==> config.mk <==
export PLATFORM = sky130hd
export DESIGN_NAME = priority_ready_queue_scheduler_core
export DESIGN_NICKNAME = d
export VERILOG_FILES = /design/src/hdl/prqs_pkg.sv /design/src/hdl/prqs_ram.sv /design/src/hdl/priority_ready_queue_scheduler_core.sv
export SDC_FILE = /design/constraint.sdc
export NUM_CORES = 2
export LEC_CHECK = 0
export ABC_AREA = 1
export BUFFER_PORTS_ARGS = -buffer_cell sky130_fd_sc_hd__buf_2
export CAP_MARGIN = 20
export CORE_ASPECT_RATIO = 1.75
export CORE_MARGIN = 4
export CORE_UTILIZATION = 40
export DETAILED_ROUTE_END_ITERATION = 10
export PLACE_DENSITY = 0.55
export SKIP_CTS_REPAIR_TIMING = 1
export SKIP_LAST_GASP = 1
export SYNTH_ARGS = -nofsm -noshare
export SYNTH_HDL_FRONTEND = slang
export SYNTH_SLANG_ARGS = --single-unit
==> constraint.sdc <==
create_clock -name clk -period 6.5 [get_ports clk]
set_input_delay 1.3 -clock clk [delete_from_list [all_inputs] [get_ports clk]]
set_output_delay 1.3 -clock clk [all_outputs]
set_load 0.01 [all_outputs]
==> src/hdl/prqs_pkg.sv <==
// Shared types and constants for the priority ready queue scheduler.
// No dependencies.
`timescale 1ns / 1ps
package prqs_pkg;
    typedef enum logic [2:0] {
        OP_ADD_TAIL = 3'd0,
        OP_ADD_HEAD = 3'd1,
        OP_ADD_AUTO = 3'd2,
        OP_REMOVE   = 3'd3,
        OP_TICK     = 3'd4,
        OP_PICK     = 3'd5,
        OP_LOCK     = 3'd6,
        OP_UNLOCK   = 3'd7
    } opcode_t;

    typedef enum logic [2:0] {
        ST_OK          = 3'd0,
        ST_LOCK_OVF    = 3'd1,
        ST_ALREADY_EN  = 3'd2,
        ST_STILL_LOCK  = 3'd3,
        ST_NO_READY    = 3'd4,
        ST_IN_INTR     = 3'd5
    } status_t;
endpackage

==> src/hdl/prqs_ram.sv <==
// Generic single-port-write, one-read-port RAM with a registered read.
// No dependencies.
`timescale 1ns / 1ps
module prqs_ram #(
    parameter int WIDTH = 8,
    parameter int DEPTH = 32
) (
    input  logic                     clk,
    input  logic                     we,
    input  logic [$clog2(DEPTH)-1:0] waddr,
    input  logic [WIDTH-1:0]         wdata,
    input  logic [$clog2(DEPTH)-1:0] raddr,
    output logic [WIDTH-1:0]         rdata
);
    logic [WIDTH-1:0] mem [DEPTH];

    always_ff @(posedge clk)
    begin
        if (we)
        begin
            mem[waddr] <= wdata;
        end
        rdata <= mem[raddr];
    end
endmodule

==> src/hdl/priority_ready_queue_scheduler_core.sv <==
// Top level of the priority ready queue scheduler: sequencer, bitmap and task memories.
// Depends on prqs_pkg and prqs_ram.
//
// Channel | Direction | Handshake         | Payload
// input   | in        | in_valid/in_stall | opcode task_id task_prio round_robin slice_total in_interrupt
// output  | out       | out_valid/out_stall | status picked_task switched highest_prio lock_depth
//
// A result for an operation that touches no memory is registered straight into the output state;
// adds and removes first relink task records through the read and write states. A remove that
// empties the top priority list scans the bitmap one priority a cycle. Reset clears the bitmap,
// lock count and active task at once. The result is held in an output register; the next item is
// taken in the cycle after it has been delivered.
`timescale 1ns / 1ps
module priority_ready_queue_scheduler_core #(
    parameter int TASKS      = 32,
    parameter int PRIORITIES = 32,
    parameter int MAX_LOCK   = 255
) (
    input  logic        clk,
    input  logic        rst_n,
    input  logic        in_valid,
    output logic        in_stall,
    input  logic [2:0]  opcode,
    input  logic [4:0]  task_id,
    input  logic [4:0]  task_prio,
    input  logic        round_robin,
    input  logic [15:0] slice_total,
    input  logic        in_interrupt,
    output logic        out_valid,
    input  logic        out_stall,
    output logic [2:0]  status,
    output logic [4:0]  picked_task,
    output logic        switched,
    output logic [4:0]  highest_prio,
    output logic [7:0]  lock_depth
);
    import prqs_pkg::*;

    localparam int TW = (TASKS > 1) ? $clog2(TASKS) : 1;
    localparam int PW = (PRIORITIES > 1) ? $clog2(PRIORITIES) : 1;
    localparam int RECW = 2 * TW + PW + 1 + 32;

    typedef enum logic [10:0] {
        S_IDLE  = 11'b00000000001,
        S_RD1   = 11'b00000000010,
        S_EV1   = 11'b00000000100,
        S_RD2   = 11'b00000001000,
        S_EV2   = 11'b00000010000,
        S_RD3   = 11'b00000100000,
        S_EV3   = 11'b00001000000,
        S_WR1   = 11'b00010000000,
        S_WR2   = 11'b00100000000,
        S_SCAN  = 11'b01000000000,
        S_OUT   = 11'b10000000000
    } state_t;

    // Task record: next, prev, prio, rr, slice_left, slice_reload.
    typedef struct packed {
        logic [TW-1:0] nxt;
        logic [TW-1:0] prv;
        logic [PW-1:0] prio;
        logic          rr;
        logic [15:0]   left;
        logic [15:0]   reload;
    } rec_t;

    state_t state_reg, state_next;
    logic [PRIORITIES-1:0] bitmap_reg, bitmap_next;
    logic [PW-1:0] top_reg, top_next;
    logic [7:0] lock_reg, lock_next;
    logic [TW-1:0] active_reg, active_next;
    logic out_valid_reg, out_valid_next;
    logic [2:0] status_reg, status_next;
    logic sw_reg, sw_next;

    opcode_t op_reg, op_next;
    logic [TW-1:0] t_reg, t_next;
    logic [PW-1:0] p_reg, p_next;
    logic rr_reg, rr_next;
    logic [15:0] st_reg, st_next;
    logic [PW-1:0] hp_reg, hp_next;       // working priority
    logic [TW-1:0] h_reg, h_next;         // list head
    rec_t ra_reg, ra_next;                // first record held
    rec_t rb_reg, rb_next;                // second record held
    logic head_reg, head_next;
    logic [PW-1:0] scan_reg, scan_next;

    logic          rec_we;
    logic [TW-1:0] rec_waddr, rec_raddr;
    rec_t          rec_wdata, rec_rdata;
    logic [RECW-1:0] rec_rbits;
    logic          lh_we;
    logic [PW-1:0] lh_waddr, lh_raddr;
    logic [TW-1:0] lh_wdata, lh_rdata;

    prqs_ram #(.WIDTH(RECW), .DEPTH(TASKS)) u_rec (
        .clk(clk), .we(rec_we), .waddr(rec_waddr), .wdata(rec_wdata),
        .raddr(rec_raddr), .rdata(rec_rbits)
    );
    assign rec_rdata = rec_t'(rec_rbits);

    prqs_ram #(.WIDTH(TW), .DEPTH(PRIORITIES)) u_head (
        .clk(clk), .we(lh_we), .waddr(lh_waddr), .wdata(lh_wdata),
        .raddr(lh_raddr), .rdata(lh_rdata)
    );

    always_ff @(posedge clk or negedge rst_n)
    begin
        if (!rst_n)
        begin
            state_reg     <= S_IDLE;
            bitmap_reg    <= '0;
            top_reg       <= PW'(PRIORITIES - 1);
            lock_reg      <= '0;
            active_reg    <= '0;
            out_valid_reg <= 1'b0;
        end
        else
        begin
            state_reg     <= state_next;
            bitmap_reg    <= bitmap_next;
            top_reg       <= top_next;
            lock_reg      <= lock_next;
            active_reg    <= active_next;
            out_valid_reg <= out_valid_next;
        end
    end

    always_ff @(posedge clk)
    begin
        status_reg <= status_next;
        sw_reg     <= sw_next;
        op_reg     <= op_next;
        t_reg      <= t_next;
        p_reg      <= p_next;
        rr_reg     <= rr_next;
        st_reg     <= st_next;
        hp_reg     <= hp_next;
        h_reg      <= h_next;
        ra_reg     <= ra_next;
        rb_reg     <= rb_next;
        head_reg   <= head_next;
        scan_reg   <= scan_next;
    end

    assign in_stall     = (state_reg != S_IDLE);
    assign out_valid    = out_valid_reg;
    assign status       = status_reg;
    assign picked_task  = 5'(active_reg);
    assign switched     = sw_reg;
    assign highest_prio = 5'(top_reg);
    assign lock_depth   = lock_reg;

    always_comb
    begin
        state_next     = state_reg;
        bitmap_next    = bitmap_reg;
        top_next       = top_reg;
        lock_next      = lock_reg;
        active_next    = active_reg;
        out_valid_next = out_valid_reg;
        status_next    = status_reg;
        sw_next        = sw_reg;
        op_next        = op_reg;
        t_next         = t_reg;
        p_next         = p_reg;
        rr_next        = rr_reg;
        st_next        = st_reg;
        hp_next        = hp_reg;
        h_next         = h_reg;
        ra_next        = ra_reg;
        rb_next        = rb_reg;
        head_next      = head_reg;
        scan_next      = scan_reg;
        rec_we         = 1'b0;
        rec_waddr      = t_reg;
        rec_wdata      = ra_reg;
        rec_raddr      = active_reg;
        lh_we          = 1'b0;
        lh_waddr       = hp_reg;
        lh_wdata       = t_reg;
        lh_raddr       = top_reg;

        unique case (state_reg)
            S_IDLE:
            begin
                if (in_valid)
                begin
                    op_next     = opcode_t'(opcode);
                    t_next      = TW'(task_id);
                    p_next      = PW'(task_prio);
                    rr_next     = round_robin;
                    st_next     = slice_total;
                    status_next = ST_OK;
                    sw_next     = 1'b0;
                    state_next  = S_OUT;
                    case (opcode_t'(opcode))
                        OP_ADD_TAIL, OP_ADD_HEAD, OP_ADD_AUTO:
                        begin
                            if (32'(task_id) < TASKS && 32'(task_prio) < PRIORITIES)
                            begin
                                rec_raddr  = active_reg;
                                lh_raddr   = PW'(task_prio);
                                hp_next    = PW'(task_prio);
                                state_next = S_RD1;
                            end
                        end
                        OP_REMOVE:
                        begin
                            if (32'(task_id) < TASKS)
                            begin
                                rec_raddr  = TW'(task_id);
                                state_next = S_RD1;
                            end
                        end
                        OP_TICK:
                        begin
                            rec_raddr  = active_reg;
                            state_next = S_RD1;
                        end
                        OP_PICK:
                        begin
                            if (in_interrupt)
                                status_next = ST_IN_INTR;
                            else if (lock_reg != 8'd0)
                                status_next = ST_STILL_LOCK;
                            else if (!bitmap_reg[top_reg])
                                status_next = ST_NO_READY;
                            else
                            begin
                                lh_raddr   = top_reg;
                                state_next = S_RD1;
                            end
                        end
                        OP_LOCK:
                        begin
                            if (in_interrupt)
                                status_next = ST_IN_INTR;
                            else if (32'(lock_reg) >= MAX_LOCK)
                                status_next = ST_LOCK_OVF;
                            else
                                lock_next = lock_reg + 8'd1;
                        end
                        default:
                        begin
                            if (in_interrupt)
                                status_next = ST_IN_INTR;
                            else if (lock_reg == 8'd0)
                                status_next = ST_ALREADY_EN;
                            else
                            begin
                                lock_next = lock_reg - 8'd1;
                                if (lock_reg != 8'd1)
                                    status_next = ST_STILL_LOCK;
                                else if (bitmap_reg[top_reg])
                                begin
                                    lh_raddr   = top_reg;
                                    state_next = S_RD1;
                                end
                            end
                        end
                    endcase
                end
            end
            S_RD1:
            begin
                state_next = S_EV1;
                case (op_reg)
                    OP_ADD_TAIL, OP_ADD_HEAD, OP_ADD_AUTO:
                    begin
                        // Record of the active task and the list head are now valid.
                        if (op_reg == OP_ADD_AUTO)
                            head_next = (rec_rdata.prio == p_reg);
                        else
                            head_next = (op_reg == OP_ADD_HEAD);
                        h_next = lh_rdata;
                        if (!bitmap_reg[p_reg])
                        begin
                            ra_next = '{nxt: t_reg, prv: t_reg, prio: p_reg, rr: rr_reg,
                                        left: st_reg, reload: st_reg};
                            rec_we      = 1'b1;
                            rec_waddr   = t_reg;
                            rec_wdata   = '{nxt: t_reg, prv: t_reg, prio: p_reg, rr: rr_reg,
                                            left: st_reg, reload: st_reg};
                            lh_we       = 1'b1;
                            lh_waddr    = p_reg;
                            lh_wdata    = t_reg;
                            bitmap_next[p_reg] = 1'b1;
                            if (p_reg < top_reg)
                                top_next = p_reg;
                            state_next  = S_OUT;
                        end
                        else
                        begin
                            rec_raddr = lh_rdata;
                        end
                    end
                    OP_REMOVE, OP_TICK:
                    begin
                        ra_next  = rec_rdata;
                        hp_next  = rec_rdata.prio;
                        lh_raddr = rec_rdata.prio;
                        if (32'(rec_rdata.prio) >= PRIORITIES || !bitmap_reg[rec_rdata.prio]
                            || (op_reg == OP_TICK && !rec_rdata.rr))
                            state_next = S_OUT;
                    end
                    default:
                    begin
                        if (lh_rdata != active_reg)
                        begin
                            active_next = lh_rdata;
                            sw_next     = 1'b1;
                        end
                        state_next = S_OUT;
                    end
                endcase
            end
            S_EV1:
            begin
                case (op_reg)
                    OP_ADD_TAIL, OP_ADD_HEAD, OP_ADD_AUTO:
                    begin
                        // Head record read; tail = head.prv.
                        rb_next   = rec_rdata;
                        rec_raddr = rec_rdata.prv;
                        state_next = S_RD2;
                    end
                    default:
                    begin
                        h_next    = lh_rdata;
                        rec_raddr = lh_rdata;
                        state_next = S_RD2;
                    end
                endcase
            end
            S_RD2:
            begin
                state_next = S_EV2;
                case (op_reg)
                    OP_ADD_TAIL, OP_ADD_HEAD, OP_ADD_AUTO:
                    begin
                        // Tail record valid. Write tail.nxt = t.
                        ra_next   = rec_rdata;
                        rec_we    = 1'b1;
                        rec_waddr = rb_reg.prv;
                        rec_wdata = rec_rdata;
                        rec_wdata.nxt = t_reg;
                        if (rb_reg.prv == h_reg)
                        begin
                            rec_wdata.prv = t_reg;
                        end
                    end
                    OP_REMOVE:
                    begin
                        rb_next = rec_rdata;
                        if (rec_rdata.nxt == h_reg)
                        begin
                            bitmap_next[hp_reg] = 1'b0;
                            if (hp_reg != top_reg)
                                state_next = S_OUT;
                            else
                            begin
                                scan_next  = '0;
                                state_next = S_SCAN;
                            end
                        end
                        else
                        begin
                            if (h_reg == t_reg)
                            begin
                                lh_we    = 1'b1;
                                lh_waddr = hp_reg;
                                lh_wdata = ra_reg.nxt;
                            end
                            rec_raddr = ra_reg.prv;
                        end
                    end
                    default:
                    begin
                        if (rec_rdata.nxt == h_reg)
                            state_next = S_OUT;
                        else
                        begin
                            rec_raddr = active_reg;
                            rb_next   = rec_rdata;
                        end
                    end
                endcase
            end
            S_EV2:
            begin
                case (op_reg)
                    OP_ADD_TAIL, OP_ADD_HEAD, OP_ADD_AUTO:
                    begin
                        // Head prv = t (when head differs from tail).
                        if (ra_reg.nxt != t_reg && rb_reg.prv != h_reg)
                        begin
                            rec_we    = 1'b1;
                            rec_waddr = h_reg;
                            rec_wdata = rb_reg;
                            rec_wdata.prv = t_reg;
                        end
                        state_next = S_WR1;
                    end
                    OP_REMOVE:
                    begin
                        // Prev record read: prv.nxt = t.nxt.
                        rec_we    = 1'b1;
                        rec_waddr = ra_reg.prv;
                        rec_wdata = rec_rdata;
                        rec_wdata.nxt = ra_reg.nxt;
                        if (ra_reg.prv == ra_reg.nxt)
                            rec_wdata.prv = ra_reg.prv;
                        rec_raddr  = ra_reg.nxt;
                        state_next = S_RD3;
                    end
                    default:
                    begin
                        // Active record re-read is the same as ra_reg.
                        if (ra_reg.left > 16'd1)
                        begin
                            rec_we    = 1'b1;
                            rec_waddr = active_reg;
                            rec_wdata = ra_reg;
                            rec_wdata.left = ra_reg.left - 16'd1;
                        end
                        else
                        begin
                            lh_we    = 1'b1;
                            lh_waddr = hp_reg;
                            lh_wdata = rb_reg.nxt;
                            rec_we    = 1'b1;
                            rec_waddr = active_reg;
                            rec_wdata = ra_reg;
                            rec_wdata.left = ra_reg.reload;
                        end
                        state_next = S_OUT;
                    end
                endcase
            end
            S_RD3:
            begin
                rec_raddr  = ra_reg.nxt;
                state_next = S_EV3;
            end
            S_EV3:
            begin
                // Next record read (after the prev write): nxt.prv = t.prv.
                if (ra_reg.prv != ra_reg.nxt)
                begin
                    rec_we    = 1'b1;
                    rec_waddr = ra_reg.nxt;
                    rec_wdata = rec_rdata;
                    rec_wdata.prv = ra_reg.prv;
                end
                state_next = S_OUT;
            end
            S_WR1:
            begin
                rec_we    = 1'b1;
                rec_waddr = t_reg;
                rec_wdata = '{nxt: h_reg, prv: rb_reg.prv, prio: p_reg, rr: rr_reg,
                              left: st_reg, reload: st_reg};
                if (head_reg)
                begin
                    lh_we    = 1'b1;
                    lh_waddr = p_reg;
                    lh_wdata = t_reg;
                end
                state_next = S_WR2;
            end
            S_WR2:
            begin
                state_next = S_OUT;
            end
            S_SCAN:
            begin
                if (bitmap_reg[scan_reg])
                begin
                    top_next   = scan_reg;
                    state_next = S_OUT;
                end
                else if (32'(scan_reg) == PRIORITIES - 1)
                begin
                    top_next    = PW'(PRIORITIES - 1);
                    status_next = ST_NO_READY;
                    state_next  = S_OUT;
                end
                else
                    scan_next = scan_reg + PW'(1);
            end
            S_OUT:
            begin
                if (!out_valid_reg)
                    out_valid_next = 1'b1;
                else if (!out_stall)
                begin
                    out_valid_next = 1'b0;
                    state_next     = S_IDLE;
                end
            end
            default:
            begin
                state_next = S_IDLE;
            end
        endcase
    end

    assert property (@(posedge clk) disable iff (!rst_n)
        out_valid |-> state_reg == S_OUT)
        else $error("result shown outside the output state");

    assert property (@(posedge clk) disable iff (!rst_n)
        (in_valid && !in_stall) |=> !out_valid)
        else $error("result appeared in the cycle after a transfer");

    assert property (@(posedge clk) disable iff (!rst_n)
        (out_valid && out_stall) |=> out_valid && $stable(status))
        else $error("stalled result changed");

    assert property (@(posedge clk) disable iff (!rst_n)
        32'(lock_reg) <= MAX_LOCK)
        else $error("lock count above its limit");
endmodule
# Word level (Yosys, flattened, before mapping)
# Memories as Yosys holds them, arrays and structs flattened. A register that Yosys moved wholly into a read port is not among the register bits.
# Index checks and enable logic that the tools add are counted.
# totals
memories	2
out_inout_bits	24
reg_bits	208
word_cells	294
inputBits	35
ram_bits	1696
# memory_table
name	words	width	rd	rd_ports_with_merged_regs	wr	line	rtl
u_rec.mem	32	48	1	1	1	prqs_ram.sv:15	logic [WIDTH-1:0] mem [DEPTH];
u_head.mem	32	5	1	1	1	prqs_ram.sv:15	
# op_classes
order_cmp	10
addsub	4
bitwise	6
muxes	144
eq_ne	59
reduce_logical	40
# ops
op	n
case mux 48 bit (2 select lines)	5
two-way mux 48 bit	7
case mux 48 bit (5 select lines)	1
two-way mux 5 bit	39
two-way mux 11 bit	16
two-way mux 32 bit	5
case mux 11 bit (10 select lines)	1
case mux 5 bit (2 select lines)	8
case mux 11 bit (2 select lines)	3
case mux 32 bit (2 select lines)	1
inequality test 2 bit, second input constant	20
case mux 11 bit (3 select lines)	1
AND 32 bit	1
two-way mux 8 bit	4
inverter 32 bit	1
bitwise OR 32 bit	1
less-than comparator 5 x 6 -> 1 bit, second input constant	5
case mux 5 bit (6 select lines)	1
two-way mux 1 bit	29
equality test 5 bit	5
inequality test 5 bit	5
two-way mux 3 bit	8
binary-select mux 1 bit (select 5 bit)	4
AND reduction 4 bit	5
other kinds (53)	87

# Logic depth before layout (Yosys ltp)
# logic_depth
ltp_word	9
ltp_mapped	26
ltp_nobuf	22

# By module
# From an unflattened synthesis, not the netlist that was laid out.
# hier_totals
cells_unflattened	8277
hier_area_um2	86075.1
# by_module_without_submodules
mod	cells_per_inst	area_each_um2	seq_area_each_um2	instances
prqs_ram (u_rec)	5279	62969.1	47085.2	1
priority_ready_queue_scheduler_core	2403	16304.4	5943.2	1
prqs_ram (u_head)	595	6801.5	4904.7	1

# Worst setup path after synthesis
# Ideal clock, no wire load.
# synth_timing
path_type	reg2reg
startpoint	reg op_reg[0]
endpoint	reg rb_reg[0] (netlist bit), enable pin
synth_period_minus_slack_ps	6610
setup_ps	573
arrival_time_ps	6037
stages_incl_launch_ff	9
required_time_ps	5927
setup_slack_ps	-110
path_buffers	3
path_cell_list	edfxtp_1 > nand2_1 > nand2_1 > buf_2 > inv_2 > buf_2 > buf_1 > nor2_1 > nor4_1
# synth_between
elab_chain_len	4
word_cells_on_any_way	9
cone_classes	6 x eq/ne; 3 x reduce/logical
# synth_rtl
item	line	rtl
from (decl)	priority_ready_queue_scheduler_core.sv:76	opcode_t op_reg, op_next;
from (signal assigned)	priority_ready_queue_scheduler_core.sv:133	op_reg <= op_next;
equality test 3 x 2 -> 1 bit, or another cell as far along	priority_ready_queue_scheduler_core.sv:320, priority_ready_queue_scheduler_core.sv:339	
OR reduction 3 bit	priority_ready_queue_scheduler_core.sv:320, priority_ready_queue_scheduler_core.sv:339	
inequality test 2 bit (no source line)	--	
AND reduction 4 bit (no source line) (*)	--	
to (signal assigned)	priority_ready_queue_scheduler_core.sv:141	rb_reg <= rb_next;
to (decl)	priority_ready_queue_scheduler_core.sv:84	rec_t rb_reg, rb_next;
# Every way passes the cells marked *; elsewhere a longest branch is shown, timed or not.
# A chain may end at the register's enable or synchronous reset.

# Worst setup path after layout
# layout_timing
startpoint	reg p_reg[3]
endpoint	reg u_rec.rdata[31], read port of u_rec.mem
# layout_between
elab_chain_len	5
# layout_rtl
item	line	rtl
from (decl)	priority_ready_queue_scheduler_core.sv:78	logic [PW-1:0] p_reg, p_next;
from (signal assigned)	priority_ready_queue_scheduler_core.sv:135	p_reg <= p_next;
binary-select mux 1 bit (select 5 bit)	priority_ready_queue_scheduler_core.sv:277	if (!bitmap_reg[p_reg])
two-way mux 1 bit (implied by the code)	priority_ready_queue_scheduler_core.sv:277	
two-way mux 5 bit	priority_ready_queue_scheduler_core.sv:277	
two-way mux 5 bit	priority_ready_queue_scheduler_core.sv:268	case (op_reg)
case mux 5 bit (6 select lines)	priority_ready_queue_scheduler_core.sv:184	unique case (state_reg)
to (decl)	prqs_ram.sv:13	output logic [WIDTH-1:0] rdata
# Every way passes these cells. The select of a mux whose other input is x is not followed.

==> summary.md <==
| Metric | Value |
|---|---|
| Sequential Area | `0.05793 mm2` |
| Primary FF master, synth | `edfxtp_1` |
| Met3 routed WL | `18.71 mm` |
| Largest cells by area after synthesis | `edfxtp_1 62%, nand3_1 9.9%, nand2_1 8.4%, inv_1 4.5%, nand3b_1 2.0%` |
| Top cell type's share of synthesized area | `61.73%` |
| Tcrit/Tclk final | `78.33%` |
| Root buffer cell | `clkbuf_16` |
| Largest net degree at the start of global routing | `226` |
| Post-route ant nets | `0` |
| # clock sinks | `1957` |
| Clock slew seen by the registers of the worst setup and hold paths | `0.07 ns` |
| Overflow after GRT | `0` |
| Max-Cap Viols | `0` |
| CTS tree | `built` |
| Final setup viols | `0` |
| Vias in the first global route | `~64000` |
| Max stage delay cell, worst path | `edfxtp_1` |
| Max rail drop VDD | `between 1 and 1.5 mV` |
| Status | `finished with violations` |
| DRT iter0 DRCs | `6880` |
| Share of layout cells above drive strength 1 | `8.053%` |
| Largest regs | `u_rec.mem x1536, u_head.mem x160` |
| Die width | `about 370 um` |
| Net Count, Synth | `8847` |
| Most frequent CP cell | `nand2_1` |
| Setup crit end kind | `register` |
| Skew-Pair Late Insertion Delay | `~0.85 ns` |
| Syn. warnings | `0` |
| Drt first pass iters | `6` |
| DR top layer | `met4` |
| Vias | `66470` |
| Worst path cell trace | `inv_2 > nor3_2 > nand2_1 > nand2_1 > nor2_1 > nand2_2 > nand2_2 > nand2_1 > nand3_1 > nand2_4 > buf_12 > nand3b_1 > nand3_1 > nand3_1 > nand3_1 > nand2_1 > nand2_1 > nand2_1` |
| Met2 WL post-DR | `153.7 mm` |
| Max incr delay on CP | `~0.62 ns` |
| Final Slew Violations | `5` |
| Post-route DRC | `0` |
| Leading area contributor after synthesis | `edfxtp_1` |
| Routability congestion estimate from global placement | `around 0.92` |
| Crit-path leading delay family | `simple AND/OR/NAND/NOR gates` |
| Post-synth EDFFs | `1842` |
| Crit path max fanout | `about 230` |
| Failing checks | `max-slew violations` |
| CP Launch Type | `register` |
| Lkg Pwr | `0.03938 uW` |
| Most frequent cells in the layout | `2001 x nand2_1, 1842 x edfxtp_1, 1777 x nand3_1` |
| PortBufs | `58` |
| Slew HR | `-0.06266%` |
| M1 wire length | `114.7 mm` |
| TNS Setup | `0 ns` |
| Initial antenna violation count | `4` |
| Initial core utilization | `around 40%` |
| CTS buffer count | `184` |
| Core area | `0.2226 mm2` |
| Avg Vias per Cell | `5.655` |
| Crit path kind | `reg -> reg` |
| Aggregate routed wire length | `304.7 mm` |
| Die height | `between 600 and 700 um` |
| RSZ-0062 raised after global routing | `false` |
| Gr usage total | `between 20% and 30%` |
| Class of the worst hold path | `reg -> reg` |
| Seq cells post-synth | `between 1500 and 2000` |
| Netlist cell types | `60` |
| Pwr dens | `between 500 and 600 mW/mm2` |
| Fmax | `0.1964 GHz` |
| Layout fillers | `20590` |
| First-pass GRT wire length | `439.5 mm` |
| DR WL/cell | `25.92 um` |
| Worst EP arrival | `5.81 ns` |
| Finished Core Util | `~45%` |
| Worst Clk Skew | `approximately 0.046 ns` |
| Row count | `between 200 and 250` |
| H-tree Lvls | `4` |
| DIE AREA | `0.2319 mm2` |
| Multi-input gate area | `about 0.026 mm2` |
| FFs w/ async S/R, synth | `3.168%` |
| CTS max path bufs | `4` |
| Slew @ Worst Pin | `1.501 ns` |
| Cell Area, Synth | `0.08960 mm2` |
| Sequential cell area fraction in the yosys report | `64.66%` |
| Number of flip-flops in the largest register | `between 1500 and 2000` |
| Minimum clock period | `about 5.1 ns` |
| Final nets | `8770` |
| Final hold vios | `0` |
| Synth Instances | `about 9000` |
| P&R area growth vs syn | `11.71%` |
| Buf/Inv on CP | `2` |
| Largest register by flop count | `u_rec.mem` |
| Ports | `59` |
| Syn Area/Cell | `10.18 um2` |
| Commonest non-fill, non-tap cell in the layout | `nand2_1` |
| CP required | `7.22 ns` |
| Dpl hpwl | `roughly 170 mm` |
stage by stage:
stage,instances,power (uW),hold WS [ns],cell area (um2),setup slack [ns]
2_1_floorplan,8800,34970,0.4082,89610,1.239
3_3_place_gp,11410,44770,0.5097,93840,1.535
3_5_place_dp,11420,44920,0.5173,93930,1.483
4_1_cts,11750,56020,0.5272,100000,1.463
5_1_grt,11750,59120,0.5421,100100,1.240
6_report,11750,55960,0.5288,100100,1.408
where the power goes:
part / internal, uW / switching (uW) / total [uW]
Combinational: 7630 / 21100 / 28700
Sequential: 15400 / 783 / 16200
Clock: 6320 / 4780 / 11100
per-layer routing:
metal  global-route usage [%]  vias up
li1                         -    30030
met1                    30.54    32780
met2                    44.91     2909
met3                    2.784      752
met4                    13.20        0
met5                        0        -
logic make-up after synthesis:
group | Yosys count | share of synthesized area, %
fa+ha+maj | 12 | 0.1676
buf+inv | 1636 | 7.435
simple gates | 4451 | 22.57
xor+xnor | 28 | 0.2737
flops | 1957 | 64.66
compound gates | 716 | 4.900
synth_stat cells, drive strengths merged, types with 20 or more instances:
library cell	n
dfxtp	53
xor2	20
edfxtp	1842
a21oi	118
a221oi	20
a22oi	23
nand3	1781
a2bb2oi	20
buf	349
o21ai	321
dfrtp	56
clkbuf	193
o22ai	41
o211ai	75
nand3b	241
inv	1089
nor2	306
nor4	34
nor3	41
nand2	2010
nand4	26
o221ai	35
area by class of cell:
type                            count  share of cell area (%)
Sequential cell                  1957                   57.88
Multi-Input combinational cell   5207                   25.56
Clock buffer                      258                   5.248
Inverter                         1094                   4.119
Tap cell                         2887                   3.609
Timing Repair Buffer              279                   2.766
Clock inverter                     71                  0.8188
Antenna cell                        1                0.002500
path summary, 6_finish.rpt:
check,from,end,slack [ns],depth (start not counted)
min in group asynchronous,rst_n,picked_task[1],0.64,2
max in group asynchronous,rst_n,bitmap_reg[3],5.12,2
hold / removal,highest_prio[4],highest_prio[4],0.53,2
setup reg to reg,p_reg[3],u_rec.rdata[31],1.41,18
setup / recovery,p_reg[3],u_rec.rdata[31],1.41,18
hold reg to reg,highest_prio[4],highest_prio[4],0.53,2
worst register-to-register path, stage by stage, from the launching register on:
cell	delay [ns]
edfxtp_1	0.62
inv_2	0.18
nor3_2	0.49
nand2_1	0.12
nand2_1	0.07
nor2_1	0.06
nand2_2	0.48
nand2_2	0.25
nand2_1	0.11
nand3_1	0.12
nand2_4	0.30
buf_12	0.54
nand3b_1	0.84
nand3_1	0.22
nand3_1	0.12
nand3_1	0.12
nand2_1	0.17
nand2_1	0.12
nand2_1	0.06
Power figures use the tool's default switching activity.
